## src/sv/opl_pkg.sv

```systemverilog
// opl_pkg: shared types, command and status codes, and the control store
// of the ordered pair list engine. No dependencies.
package opl_pkg;

	// command and status codes
	localparam logic [1:0] CMD_APPEND = 2'd0;
	localparam logic [1:0] CMD_CLEAR  = 2'd1;
	localparam logic [1:0] CMD_FRONT  = 2'd2;
	localparam logic [1:0] CMD_REMOVE = 2'd3;

	localparam logic [1:0] ST_OK     = 2'd0;
	localparam logic [1:0] ST_FULL   = 2'd1;
	localparam logic [1:0] ST_BADIDX = 2'd2;

	localparam int VAL_W  = 16;
	localparam int PAIR_W = 2 * VAL_W;

	typedef struct packed {
		logic [VAL_W-1:0] src;
		logic [VAL_W-1:0] dst;
	} pair_t;

	// step counter codes
	localparam int UPC_W = 4;
	localparam logic [UPC_W-1:0] UP_IDLE     = 4'd0;
	localparam logic [UPC_W-1:0] UP_F0       = 4'd1;
	localparam logic [UPC_W-1:0] UP_F1       = 4'd2;
	localparam logic [UPC_W-1:0] UP_F2       = 4'd3;
	localparam logic [UPC_W-1:0] UP_F3       = 4'd4;
	localparam logic [UPC_W-1:0] UP_R0       = 4'd5;
	localparam logic [UPC_W-1:0] UP_R1       = 4'd6;
	localparam logic [UPC_W-1:0] UP_DONE     = 4'd7;
	localparam logic [UPC_W-1:0] UP_DONE_DEC = 4'd8;

	// read address offset from the pointer
	localparam logic [1:0] RO_M1 = 2'd0;
	localparam logic [1:0] RO_Z  = 2'd1;
	localparam logic [1:0] RO_P1 = 2'd2;
	localparam logic [1:0] RO_P2 = 2'd3;

	// write address select
	localparam logic [1:0] WA_PTR  = 2'd0;
	localparam logic [1:0] WA_PTR1 = 2'd1;
	localparam logic [1:0] WA_ZERO = 2'd2;

	// write data select
	localparam logic WD_RD   = 1'b0;
	localparam logic WD_HOLD = 1'b1;

	// front register update
	localparam logic [1:0] FO_NONE = 2'd0;
	localparam logic [1:0] FO_HOLD = 2'd1;
	localparam logic [1:0] FO_RD0  = 2'd2;

	// pointer update
	localparam logic [1:0] PO_KEEP = 2'd0;
	localparam logic [1:0] PO_DEC  = 2'd1;
	localparam logic [1:0] PO_INC  = 2'd2;

	// jump conditions
	localparam logic [2:0] CO_ALWAYS   = 3'd0;
	localparam logic [2:0] CO_PTR_ZERO = 3'd1;
	localparam logic [2:0] CO_TAIL1    = 3'd2;
	localparam logic [2:0] CO_TAIL2    = 3'd3;
	localparam logic [2:0] CO_OUT_FREE = 3'd4;

	typedef struct packed {
		logic             rd_en;
		logic [1:0]       rd_off;
		logic             wr_en;
		logic [1:0]       wa_sel;
		logic             wd_sel;
		logic             hold_ld;
		logic [1:0]       front_op;
		logic [1:0]       ptr_op;
		logic [2:0]       cond;
		logic [UPC_W-1:0] tgt_t;
		logic [UPC_W-1:0] tgt_f;
		logic             emit;
		logic             cnt_dec;
	} uword_t;

	// control store
	function automatic uword_t opl_urom(input logic [UPC_W-1:0] upc);
		uword_t w;
		begin
			w = '0;
			w.cond  = CO_ALWAYS;
			w.tgt_t = UP_IDLE;
			w.tgt_f = UP_IDLE;
			unique case (upc)
				UP_F0: begin          // fetch entry k
					w.rd_en  = 1'b1;
					w.rd_off = RO_Z;
					w.tgt_t  = UP_F1;
				end
				UP_F1: begin          // park entry k, fetch k-1
					w.hold_ld = 1'b1;
					w.rd_en   = 1'b1;
					w.rd_off  = RO_M1;
					w.ptr_op  = PO_DEC;
					w.tgt_t   = UP_F2;
				end
				UP_F2: begin          // shift back one entry per cycle
					w.wr_en  = 1'b1;
					w.wa_sel = WA_PTR1;
					w.wd_sel = WD_RD;
					w.rd_en  = 1'b1;
					w.rd_off = RO_M1;
					w.ptr_op = PO_DEC;
					w.cond   = CO_PTR_ZERO;
					w.tgt_t  = UP_F3;
					w.tgt_f  = UP_F2;
				end
				UP_F3: begin          // parked entry lands at the front
					w.wr_en    = 1'b1;
					w.wa_sel   = WA_ZERO;
					w.wd_sel   = WD_HOLD;
					w.front_op = FO_HOLD;
					w.tgt_t    = UP_DONE;
				end
				UP_R0: begin          // fetch k+1 unless k is the tail
					w.rd_en  = 1'b1;
					w.rd_off = RO_P1;
					w.cond   = CO_TAIL1;
					w.tgt_t  = UP_DONE_DEC;
					w.tgt_f  = UP_R1;
				end
				UP_R1: begin          // close the gap one entry per cycle
					w.wr_en    = 1'b1;
					w.wa_sel   = WA_PTR;
					w.wd_sel   = WD_RD;
					w.front_op = FO_RD0;
					w.rd_en    = 1'b1;
					w.rd_off   = RO_P2;
					w.ptr_op   = PO_INC;
					w.cond     = CO_TAIL2;
					w.tgt_t    = UP_DONE_DEC;
					w.tgt_f    = UP_R1;
				end
				UP_DONE: begin
					w.emit  = 1'b1;
					w.cond  = CO_OUT_FREE;
					w.tgt_t = UP_IDLE;
					w.tgt_f = UP_DONE;
				end
				UP_DONE_DEC: begin
					w.emit    = 1'b1;
					w.cnt_dec = 1'b1;
					w.cond    = CO_OUT_FREE;
					w.tgt_t   = UP_IDLE;
					w.tgt_f   = UP_DONE_DEC;
				end
				default: begin        // idle: dispatch is decoded outside
					w.tgt_t = UP_IDLE;
				end
			endcase
			return w;
		end
	endfunction

endpackage

```

## src/sv/ordered_pair_list_engine.sv

```systemverilog
// ordered_pair_list_engine: ordered list of source/destination pairs with
// append, clear, move-to-front and remove. Uses opl_pkg and opl_ram.
// Append, clear, a bad index and move of entry 0 give their item in the
// cycle after accept; other moves and removes run the control store and
// give their item once the shift is done. One item in flight; the
// shift loops run one entry per cycle through the RAM's read/write port pair.
// Reset (arst_n low, async) empties the list and drops any pending result.
module ordered_pair_list_engine
	import opl_pkg::*;
#(
	parameter int CAPACITY = 64
) (
	input  logic        clk,
	input  logic        arst_n,
	input  logic        in_valid,
	output logic        in_ready,
	input  logic [1:0]  cmd,
	input  logic [15:0] src_value,
	input  logic [15:0] dst_value,
	input  logic [5:0]  entry_index,
	output logic        out_valid,
	input  logic        out_ready,
	output logic [1:0]  status,
	output logic [6:0]  entry_count,
	output logic [15:0] front_src,
	output logic [15:0] front_dst
);

	localparam int AW   = $clog2(CAPACITY);
	localparam int CW   = $clog2(CAPACITY + 1);
	localparam int CMPW = (CW > 6) ? CW : 6;

	// sequencer
	logic [UPC_W-1:0] upc_q;
	uword_t           uw;
	logic             idle;
	logic             slot_free;
	logic             in_acc;
	logic             cond_ok;

	// datapath
	logic [AW-1:0]    ptr_q;
	logic [CW-1:0]    cnt_q;
	pair_t            hold_q;
	pair_t            front_q;
	pair_t            rd_pair;
	logic [PAIR_W-1:0] rd_data;
	logic             ram_we;
	logic [AW-1:0]    ram_waddr;
	logic [PAIR_W-1:0] ram_wdata;
	logic             ram_re;
	logic [AW-1:0]    ram_raddr;
	logic [CW:0]      ptr_w;
	logic [CW:0]      cnt_w;

	// dispatch decode
	pair_t            in_pair;
	logic [1:0]       d_status;
	logic [CW-1:0]    d_cnt;
	logic             d_wr;
	logic             d_front_ld;
	logic [UPC_W-1:0] d_next;
	logic             d_emit;
	pair_t            d_front;
	logic             bad_idx;

	// result register
	logic             ovalid_q;
	logic [1:0]       ostat_q;
	logic [CW-1:0]    ocnt_q;
	pair_t            ofront_q;
	logic             emit_fire;
	logic [CW-1:0]    done_cnt;

	assign uw        = opl_urom(upc_q);
	assign idle      = (upc_q == UP_IDLE);
	assign slot_free = !ovalid_q || out_ready;
	assign in_ready  = idle && slot_free;
	assign in_acc    = in_valid && in_ready;

	assign in_pair.src = src_value;
	assign in_pair.dst = dst_value;
	assign rd_pair     = pair_t'(rd_data);

	assign bad_idx = CMPW'(entry_index) >= CMPW'(cnt_q);

	// one-step commands finish here; shifting commands jump into the store
	always_comb begin
		d_status   = ST_OK;
		d_cnt      = cnt_q;
		d_wr       = 1'b0;
		d_front_ld = 1'b0;
		d_next     = UP_IDLE;
		unique case (cmd)
			CMD_APPEND: begin
				if (cnt_q == CW'(CAPACITY)) begin
					d_status = ST_FULL;
				end else begin
					d_wr       = 1'b1;
					d_cnt      = cnt_q + CW'(1);
					d_front_ld = (cnt_q == '0);
				end
			end
			CMD_CLEAR: begin
				d_cnt = '0;
			end
			CMD_FRONT: begin
				if (bad_idx) begin
					d_status = ST_BADIDX;
				end else if (entry_index != 6'd0) begin
					d_next = UP_F0;
				end
			end
			default: begin
				if (bad_idx) begin
					d_status = ST_BADIDX;
				end else begin
					d_next = UP_R0;
				end
			end
		endcase
		d_emit = (d_next == UP_IDLE);
		if (d_cnt == '0) begin
			d_front = '0;
		end else if (d_front_ld) begin
			d_front = in_pair;
		end else begin
			d_front = front_q;
		end
	end

	// jump conditions
	assign ptr_w = (CW+1)'(ptr_q);
	assign cnt_w = (CW+1)'(cnt_q);

	always_comb begin
		unique case (uw.cond)
			CO_PTR_ZERO: cond_ok = (ptr_q == '0);
			CO_TAIL1:    cond_ok = (ptr_w + (CW+1)'(1)) >= cnt_w;
			CO_TAIL2:    cond_ok = (ptr_w + (CW+1)'(2)) >= cnt_w;
			CO_OUT_FREE: cond_ok = slot_free;
			default:     cond_ok = 1'b1;
		endcase
	end

	assign emit_fire = uw.emit && slot_free;
	assign done_cnt  = uw.cnt_dec ? (cnt_q - CW'(1)) : cnt_q;

	// RAM port steering
	always_comb begin
		unique case (uw.rd_off)
			RO_M1:   ram_raddr = ptr_q - AW'(1);
			RO_Z:    ram_raddr = ptr_q;
			RO_P1:   ram_raddr = ptr_q + AW'(1);
			default: ram_raddr = ptr_q + AW'(2);
		endcase
		unique case (uw.wa_sel)
			WA_PTR1: ram_waddr = ptr_q + AW'(1);
			WA_ZERO: ram_waddr = '0;
			default: ram_waddr = ptr_q;
		endcase
		ram_wdata = (uw.wd_sel == WD_HOLD) ? hold_q : rd_data;
		ram_re    = uw.rd_en;
		ram_we    = uw.wr_en;
		if (idle) begin
			ram_we    = in_acc && d_wr;
			ram_waddr = AW'(cnt_q);
			ram_wdata = in_pair;
		end
	end

	opl_ram #(
		.WIDTH(PAIR_W),
		.DEPTH(CAPACITY)
	) u_ram (
		.clk  (clk),
		.we   (ram_we),
		.waddr(ram_waddr),
		.wdata(ram_wdata),
		.re   (ram_re),
		.raddr(ram_raddr),
		.rdata(rd_data)
	);

	// step counter and list count
	always_ff @(posedge clk or negedge arst_n) begin
		if (!arst_n) begin
			upc_q <= UP_IDLE;
			cnt_q <= '0;
		end else if (idle) begin
			if (in_acc) begin
				upc_q <= d_next;
				cnt_q <= d_cnt;
			end
		end else begin
			upc_q <= cond_ok ? uw.tgt_t : uw.tgt_f;
			if (emit_fire) begin
				cnt_q <= done_cnt;
			end
		end
	end

	// pointer, parked entry and front copy; front_q mirrors entry 0
	always_ff @(posedge clk) begin
		if (idle) begin
			if (in_acc) begin
				ptr_q <= AW'(entry_index);
				if (d_front_ld) begin
					front_q <= in_pair;
				end
			end
		end else begin
			unique case (uw.ptr_op)
				PO_DEC:  ptr_q <= ptr_q - AW'(1);
				PO_INC:  ptr_q <= ptr_q + AW'(1);
				default: ptr_q <= ptr_q;
			endcase
			if (uw.hold_ld) begin
				hold_q <= rd_pair;
			end
			if (uw.front_op == FO_HOLD) begin
				front_q <= hold_q;
			end else if (uw.front_op == FO_RD0 && ptr_q == '0) begin
				front_q <= rd_pair;
			end
		end
	end

	// result register: holds one item while the next command is taken
	always_ff @(posedge clk or negedge arst_n) begin
		if (!arst_n) begin
			ovalid_q <= 1'b0;
		end else if ((in_acc && d_emit) || (!idle && emit_fire)) begin
			ovalid_q <= 1'b1;
		end else if (out_ready) begin
			ovalid_q <= 1'b0;
		end
	end

	always_ff @(posedge clk) begin
		if (in_acc && d_emit) begin
			ostat_q  <= d_status;
			ocnt_q   <= d_cnt;
			ofront_q <= d_front;
		end else if (!idle && emit_fire) begin
			ostat_q  <= ST_OK;
			ocnt_q   <= done_cnt;
			ofront_q <= (done_cnt == '0) ? '0 : front_q;
		end
	end

	assign out_valid   = ovalid_q;
	assign status      = ostat_q;
	assign entry_count = 7'(ocnt_q);
	assign front_src   = ofront_q.src;
	assign front_dst   = ofront_q.dst;

endmodule

```

## src/sv/opl_ram.sv

```systemverilog
// opl_ram: generic simple dual-port RAM, one write and one registered read.
// No dependencies.
module opl_ram #(
	parameter int WIDTH = 32,
	parameter int DEPTH = 64
) (
	input  logic                     clk,
	input  logic                     we,
	input  logic [$clog2(DEPTH)-1:0] waddr,
	input  logic [WIDTH-1:0]         wdata,
	input  logic                     re,
	input  logic [$clog2(DEPTH)-1:0] raddr,
	output logic [WIDTH-1:0]         rdata
);

	logic [WIDTH-1:0] mem_q [DEPTH];

	always_ff @(posedge clk) begin
		if (we) begin
			mem_q[waddr] <= wdata;
		end
		if (re) begin
			rdata <= mem_q[raddr];
		end
	end

endmodule

```

## config.mk

```make
export PLATFORM = sky130hd
export DESIGN_NAME = ordered_pair_list_engine
export DESIGN_NICKNAME = d
export VERILOG_FILES = /design/src/sv/opl_pkg.sv /design/src/sv/ordered_pair_list_engine.sv /design/src/sv/opl_ram.sv
export SDC_FILE = /design/constraint.sdc
export NUM_CORES = 2
export LEC_CHECK = 0
export BUFFER_PORTS_ARGS = -buffer_cell sky130_fd_sc_hd__buf_2
export CELL_PAD_IN_SITES_DETAIL_PLACEMENT = 0
export CELL_PAD_IN_SITES_GLOBAL_PLACEMENT = 1
export CORE_MARGIN = 2
export CORE_UTILIZATION = 42
export DETAILED_ROUTE_END_ITERATION = 12
export GPL_TIMING_DRIVEN = 0
export PLACE_DENSITY_LB_ADDON = 0.1
export SYNTH_ARGS = -nofsm -noshare
export SYNTH_HDL_FRONTEND = slang
export SYNTH_SLANG_ARGS = --single-unit
export TNS_END_PERCENT = 30
```

## constraint.sdc

```tcl
create_clock -name clk -period 11.7 [get_ports clk]
set_input_delay 1.17 -clock clk [delete_from_list [all_inputs] [get_ports clk]]
set_output_delay 1.17 -clock clk [all_outputs]
set_load 0.1 [all_outputs]
```

# == After elaboration in Yosys (flattened, before gate mapping) ==
# Memory sizes are Yosys's and may differ from the RTL's. A register that Yosys moved wholly into a read port is not among the register bits.
# Cells that the tools add are included.
# word_totals
ff_bits,123
latchBits,0
mem_bits_rw,2048
rom_bits,0
inputBits,44
output_inout_bits,43
elab_cells,138
memories,1
# op_classes
n_addsub,7
mul,0
div,0
magnitude_cmp,3
eq_ne,24
n_shift,0
mux,57
bitwise_logic,1
reduce_logical,33
# memory_table
name,depth,word_bits,rd,rd_ports_with_merged_regs,wr,line,text
u_ram.mem_q,64,32,1,1,1,opl_ram.sv:16,logic [WIDTH-1:0] mem_q [DEPTH];
# ops
op,count
32-bit two-way mux,11
7-bit two-way mux,7
3-bit case mux with 4 select lines,2
6-bit case mux with 2 select lines,2
7-bit zero test,3
4-bit case mux with 5 select lines,1
6-bit two-way mux,3
6-bit case mux with 3 select lines,1
"4-bit by 3-bit == test with 1-bit output, second input constant",4
4-bit case mux with 4 select lines,1
1-bit two-way mux,15
7-bit greater-or-equal comparator,2
7-bit case mux with 2 select lines,1
4-bit two-way mux,3
2-bit case mux with 2 select lines,3
4-bit case mux with 3 select lines,1
"2-bit by 1-bit == test with 1-bit output, second input constant",5
"2-bit == test, second input constant",5
"4-bit by 2-bit == test with 1-bit output, second input constant",2
4-bit zero test,2
2-bit AND reduction,4
2-bit OR reduction,4
"6-bit by 1-bit adder with 7-bit output, second input constant",1
"6-bit by 2-bit adder with 7-bit output, second input constant",1
other kinds (26),41

# == Logic depth before layout (Yosys ltp) ==
# depth
ltp_word,8
depth_mapped,15
depth_no_buf,11

# == Hierarchy ==
# Synthesis repeated with hierarchy kept, for this count alone.
# hier_totals
hier_cells,4142
area_unflattened_um2,86977.2
# by_module_without_submodules
module,n_inst,cells_per_inst,area_each_um2,seq_area_each_um2
opl_ram,1,3324,78835.6,62459.9
ordered_pair_list_engine,1,818,8141.6,3633.5

# == Worst setup path before layout ==
# OpenSTA, ideal clock, no wires.
# synth_timing
path_kind,reg2reg
startpoint,reg upc_q[0]
endpoint,"reg front_q[0] (netlist bit), enable pin"
setup_time_ns,0.436
arrival_time_ns,4.549
t_required_ns,11.264
slack_ns,6.715
stages_incl_launch_ff,9
n_path_buf,3
synth_period_minus_slack_ns,4.985
path_cell_list,dfrtp_1 -> buf_2 -> clkbuf_1 -> nor2_1 -> nand2_1 -> clkbuf_1 -> nor2_1 -> nand2_1 -> a22oi_1
# synth_between
elab_cells_between_ends,12
cone_classes,5 x eq/ne; 1 x mux; 6 x reduce/logical
# synth_lines
element,line,text
from (decl),ordered_pair_list_engine.sv:34,logic [UPC_W-1:0] upc_q;
from (signal assigned),ordered_pair_list_engine.sv:192,upc_q <= d_next;
from (signal assigned),ordered_pair_list_engine.sv:196,upc_q <= cond_ok ? uw.tgt_t : uw.tgt_f;
4-bit zero test,ordered_pair_list_engine.sv:76,assign idle = (upc_q == UP_IDLE);
1-bit logical AND,ordered_pair_list_engine.sv:78,assign in_ready = idle && slot_free;
via in_ready,ordered_pair_list_engine.sv:16,"output logic in_ready,"
1-bit logical AND,ordered_pair_list_engine.sv:79,assign in_acc = in_valid && in_ready;
2-bit by 1-bit inequality test with 1-bit output (no source line),n/a,
2-bit AND reduction (no source line),n/a,
to (signal assigned),ordered_pair_list_engine.sv:209,front_q <= in_pair;
to (signal assigned),ordered_pair_list_engine.sv:222,front_q <= hold_q;
to (signal assigned),ordered_pair_list_engine.sv:224,front_q <= rd_pair;
to (decl),ordered_pair_list_engine.sv:45,pair_t front_q;
# The timed path passes the listed nets, and every way through them passes these cells.
# A chain may end at the register's enable or synchronous reset.

# == Worst setup path after layout ==
# layout_timing
startpoint,reg ptr_q[0]
endpoint,reg u_ram.rdata[1] (read register of u_ram.mem_q) (data pin)
# layout_between
elab_chain_cells,2
elab_cells_between_ends,4
cone_classes,3 x add/sub; 1 x mux
# layout_lines
element,line,text
from (decl),ordered_pair_list_engine.sv:42,logic [AW-1:0] ptr_q;
from (signal assigned),ordered_pair_list_engine.sv:207,ptr_q <= AW'(entry_index);
from (signal assigned),ordered_pair_list_engine.sv:214,PO_DEC: ptr_q <= ptr_q - AW'(1);
from (signal assigned),ordered_pair_list_engine.sv:215,PO_INC: ptr_q <= ptr_q + AW'(1);
6-bit by 2-bit adder with 6-bit output (tied with other cells),ordered_pair_list_engine.sv:155,default: ram_raddr = ptr_q + AW'(2);
6-bit case mux with 3 select lines (*),ordered_pair_list_engine.sv:151,unique case (uw.rd_off)
to (decl),opl_ram.sv:13,output logic [WIDTH-1:0] rdata
# Every way passes the cells marked *; elsewhere a longest branch is shown, timed or not.

==> results.sh <==
export IMPL_layout_commonest_cell="edfxtp_1"
export IMPL_synth_avg_cell_area_um2=13.62
export IMPL_place_area_um2=96800
export IMPL_syn_area_um2=89630
export IMPL_die_area_um2=217100
export IMPL_setup_viol=0
export IMPL_synthArstFlopShare_pct=0.5447
export IMPL_cp_slowest_stage_delay_ps=1120
export IMPL_cp_start_kind="flop"
export IMPL_final_period_utilization_pct=57.44
export IMPL_synthCells=6579
export IMPL_yosys_most_used_dff="edfxtp_1"
export IMPL_finalMaxSlewViolations=2
export IMPL_synthTopCellsByArea="edfxtp_1 73%, nand2_1 6.9%, nand3_1 3.1%, and3_1 2.1%, a211oi_1 2.0%"
export IMPL_grt_pass1_wl_um=439700
export IMPL_required_ps=12210
export IMPL_route_detailed_wl_per_inst_um=31.39
export IMPL_core_area_um2=212100
export IMPL_ys_types=81
export IMPL_post_cts_setup_buffers=0
export IMPL_area_delta_synth_final_pct=15.89
export IMPL_max_freq_mhz=148.8
export IMPL_synth_edf_count=2191
export IMPL_cts_resized_gates=0
export IMPL_clockBufferDepth=3
export IMPL_grt_usage_pct=28.65
export IMPL_ioPinCount=87
export IMPL_worst_slew_pin_slew_ps=1553
export IMPL_nets=7087
export IMPL_path_max_fanout=10
export IMPL_worstPathArrival_ps=7230
export IMPL_initial_core_util_pct=42.26
export IMPL_synth_seq_cells=2203
export IMPL_drt_wl_total_um=315100
export IMPL_worstSkewPairLatency_ps=900
export IMPL_syn_nets=6650
export IMPL_worst_path_max_delay_cell="a2111oi_0"
export IMPL_utilization_pct=48.97
export IMPL_cts_inserted_buffers=230
export IMPL_avgViaCountPerCell=5.971
export IMPL_cts_root_buf="clkbuf_16"
export IMPL_grt_overflow=0
export IMPL_fin_ws_ps=4980
export IMPL_yosysWarnings=0
export IMPL_design_area_um2=103900
export IMPL_grt_pass1_vias=56260
export IMPL_crit_chain="clkbuf_1 -> inv_1 -> ha_1 -> a21o_1 -> a211oi_1 -> nor3_1 -> o22ai_1 -> buf_2 -> buf_2 -> clkbuf_1 -> a2111oi_0 -> a2111oi_0 -> nand4_1"
export IMPL_violations="max-capacitance violations, max-slew violations"
export IMPL_slew_headroom_pct=-6.228
export IMPL_die_width_um=466.0
export IMPL_clk_pin_slew_ps=60
export IMPL_critPathKind="flop to flop"
export IMPL_yosysTopAreaCell="edfxtp_1"
export IMPL_drive_above_1_share_pct=11.12
export IMPL_vias=59930
export IMPL_antenna_found_initial=25
export IMPL_fill_cells=18470
export IMPL_rows=169
export IMPL_dp_slack_ps=5191
export IMPL_drc=0
export IMPL_clock_skew_final_ps=40.17
export IMPL_critPathCaptureType="flop"
export IMPL_place_hpwl_um=222300
export IMPL_clkSinkCount=2203
export IMPL_first_pass_iters=8
export IMPL_mostFrequentLayoutCells="2,191 x edfxtp_1, 1,612 x nand2_1, 559 x nand3_1"
export IMPL_holdBufCountCts=0
export IMPL_min_period_ps=6720
export IMPL_port_buffers=86
export IMPL_rsz0062_at_grt="false"
export IMPL_dr_first_iter_drc_count=7797
export IMPL_hold_class="primary input to asynchronous set/reset pin"
export IMPL_cts_tree="built"
export IMPL_die_h_um=466.0
export IMPL_synth_top_area_share_pct=73.41
export IMPL_gp_congestion=0.8903
export IMPL_ys_seq_area_share_pct=73.74
export IMPL_postRouteAntennaNets=0
export IMPL_report_final_hold_viol_count=0
export IMPL_cts_max_level=4
export IMPL_maxCapViolCount=3
export IMPL_grt_max_degree=65
export IMPL_status="finished with violations"
==> sequential cells by signal, summed over array words and instances (netlist names) <==
name,flops
u_ram.mem_q,2048
front_q,32
hold_q,32
u_ram.rdata,32
front_dst,16
front_src,16
cnt_q,7
entry_count,7
ptr_q,6
upc_q,4
status,2
out_valid,1
==> cell type report <==
type	instances	area, µm²	share of cell area [%]
Sequential cell	2203	66090	63.63
Multi-Input combinational cell	3859	22270	21.44
Clock buffer	311	6102	5.875
Tap cell	2821	3530	3.398
Timing Repair Buffer	205	2733	2.631
Buffer	499	2118	2.039
Clock inverter	109	927.1	0.8926
Inverter	18	67.56	0.06505
Antenna cell	12	30.03	0.02891
==> worst max-delay path, delay by kind of cell, from the launching register on <==
kind | cells | cell delay (ps)
buffers and inverters | 5 | 2540
AO/OA/AOI/OAI | 5 | 2490
AND/OR/NAND/NOR | 2 | 550
flip-flops | 1 | 380
adder cells (fa/ha/maj) | 1 | 350
==> metrics by stage <==
| step | std cells | hold slack [ps] | TNS (ps) |
|---|---|---|---|
| global route | 10030 | 177.5 | 0 |
| CTS | 10030 | 129.1 | 0 |
| floorplan | 6579 | 426.2 | 0 |
| finish | 10040 | 179.5 | 0 |
| detailed placement | 9605 | 434.3 | 0 |
| global placement | 9486 | 432.5 | -12150 |
==> kinds of logic after synthesis <==
family                     after synthesis  share of synthesized area [%]
and+or+nand+nor                       2737                          13.47
adders and majority gates               27                         0.3769
AOI/OAI and AO/OA                      967                          8.564
xor gates and xnor gates                21                         0.2136
buffers and inverters                  517                          2.437
muxes                                  107                          1.196
DFF                                   2203                          73.74
==> metal layers <==
layer | track usage [%] | routed length [µm]
met3 | 4.251 | 24480
met4 | 9.745 | 11270
met1 | 41.49 | 136400
met5 | 0 | 95
met2 | 44.26 | 142800
==> cells in the mapped netlist (3+ instances only) <==
library cell     n
a2111oi_0       95
a211oi_1       234
a21o_1           9
a21oi_1         35
a221o_1         31
a22o_1          26
a22oi_1         32
a311o_1         98
a311oi_1       128
a31o_1          31
a31oi_1        102
a32oi_1         33
and2_1           7
and3_1         295
buf_1           57
buf_2          141
buf_4           12
buf_6            3
clkbuf_1       286
dfrtp_1         12
edfxtp_1      2191
ha_1            27
inv_1           18
mux2i_1        106
nand2_1       1638
nand2b_1         7
nand3_1        560
nand4_1         37
nor2_1         111
nor2b_1          8
nor3_1          45
nor3_2           3
nor4_1           4
o211ai_1         3
o21a_1           4
o21ai_0         65
o22a_1           6
o22ai_1          3
o2bb2ai_1        6
o31ai_1          3
or3_1            3
or4_1            3
xnor2_1         17
xor2_1           3
==> worst paths after layout <==
check	start	end	slack, ps	cells past startpoint
min in group clk	u_ram.rdata[13]	hold_q[13]	450	0
max in group asynchronous	arst_n	upc_q[0]	11240	1
worst max register to register	ptr_q[0]	u_ram.rdata[1]	4980	13
worst max-delay path	ptr_q[0]	u_ram.rdata[1]	4980	13
worst min-delay path	arst_n	upc_q[2]	180	1
worst min register to register	u_ram.rdata[13]	hold_q[13]	450	0
Power is not shown: default switching activity piles up to over one toggle a cycle in this logic, so the estimate is an artifact.
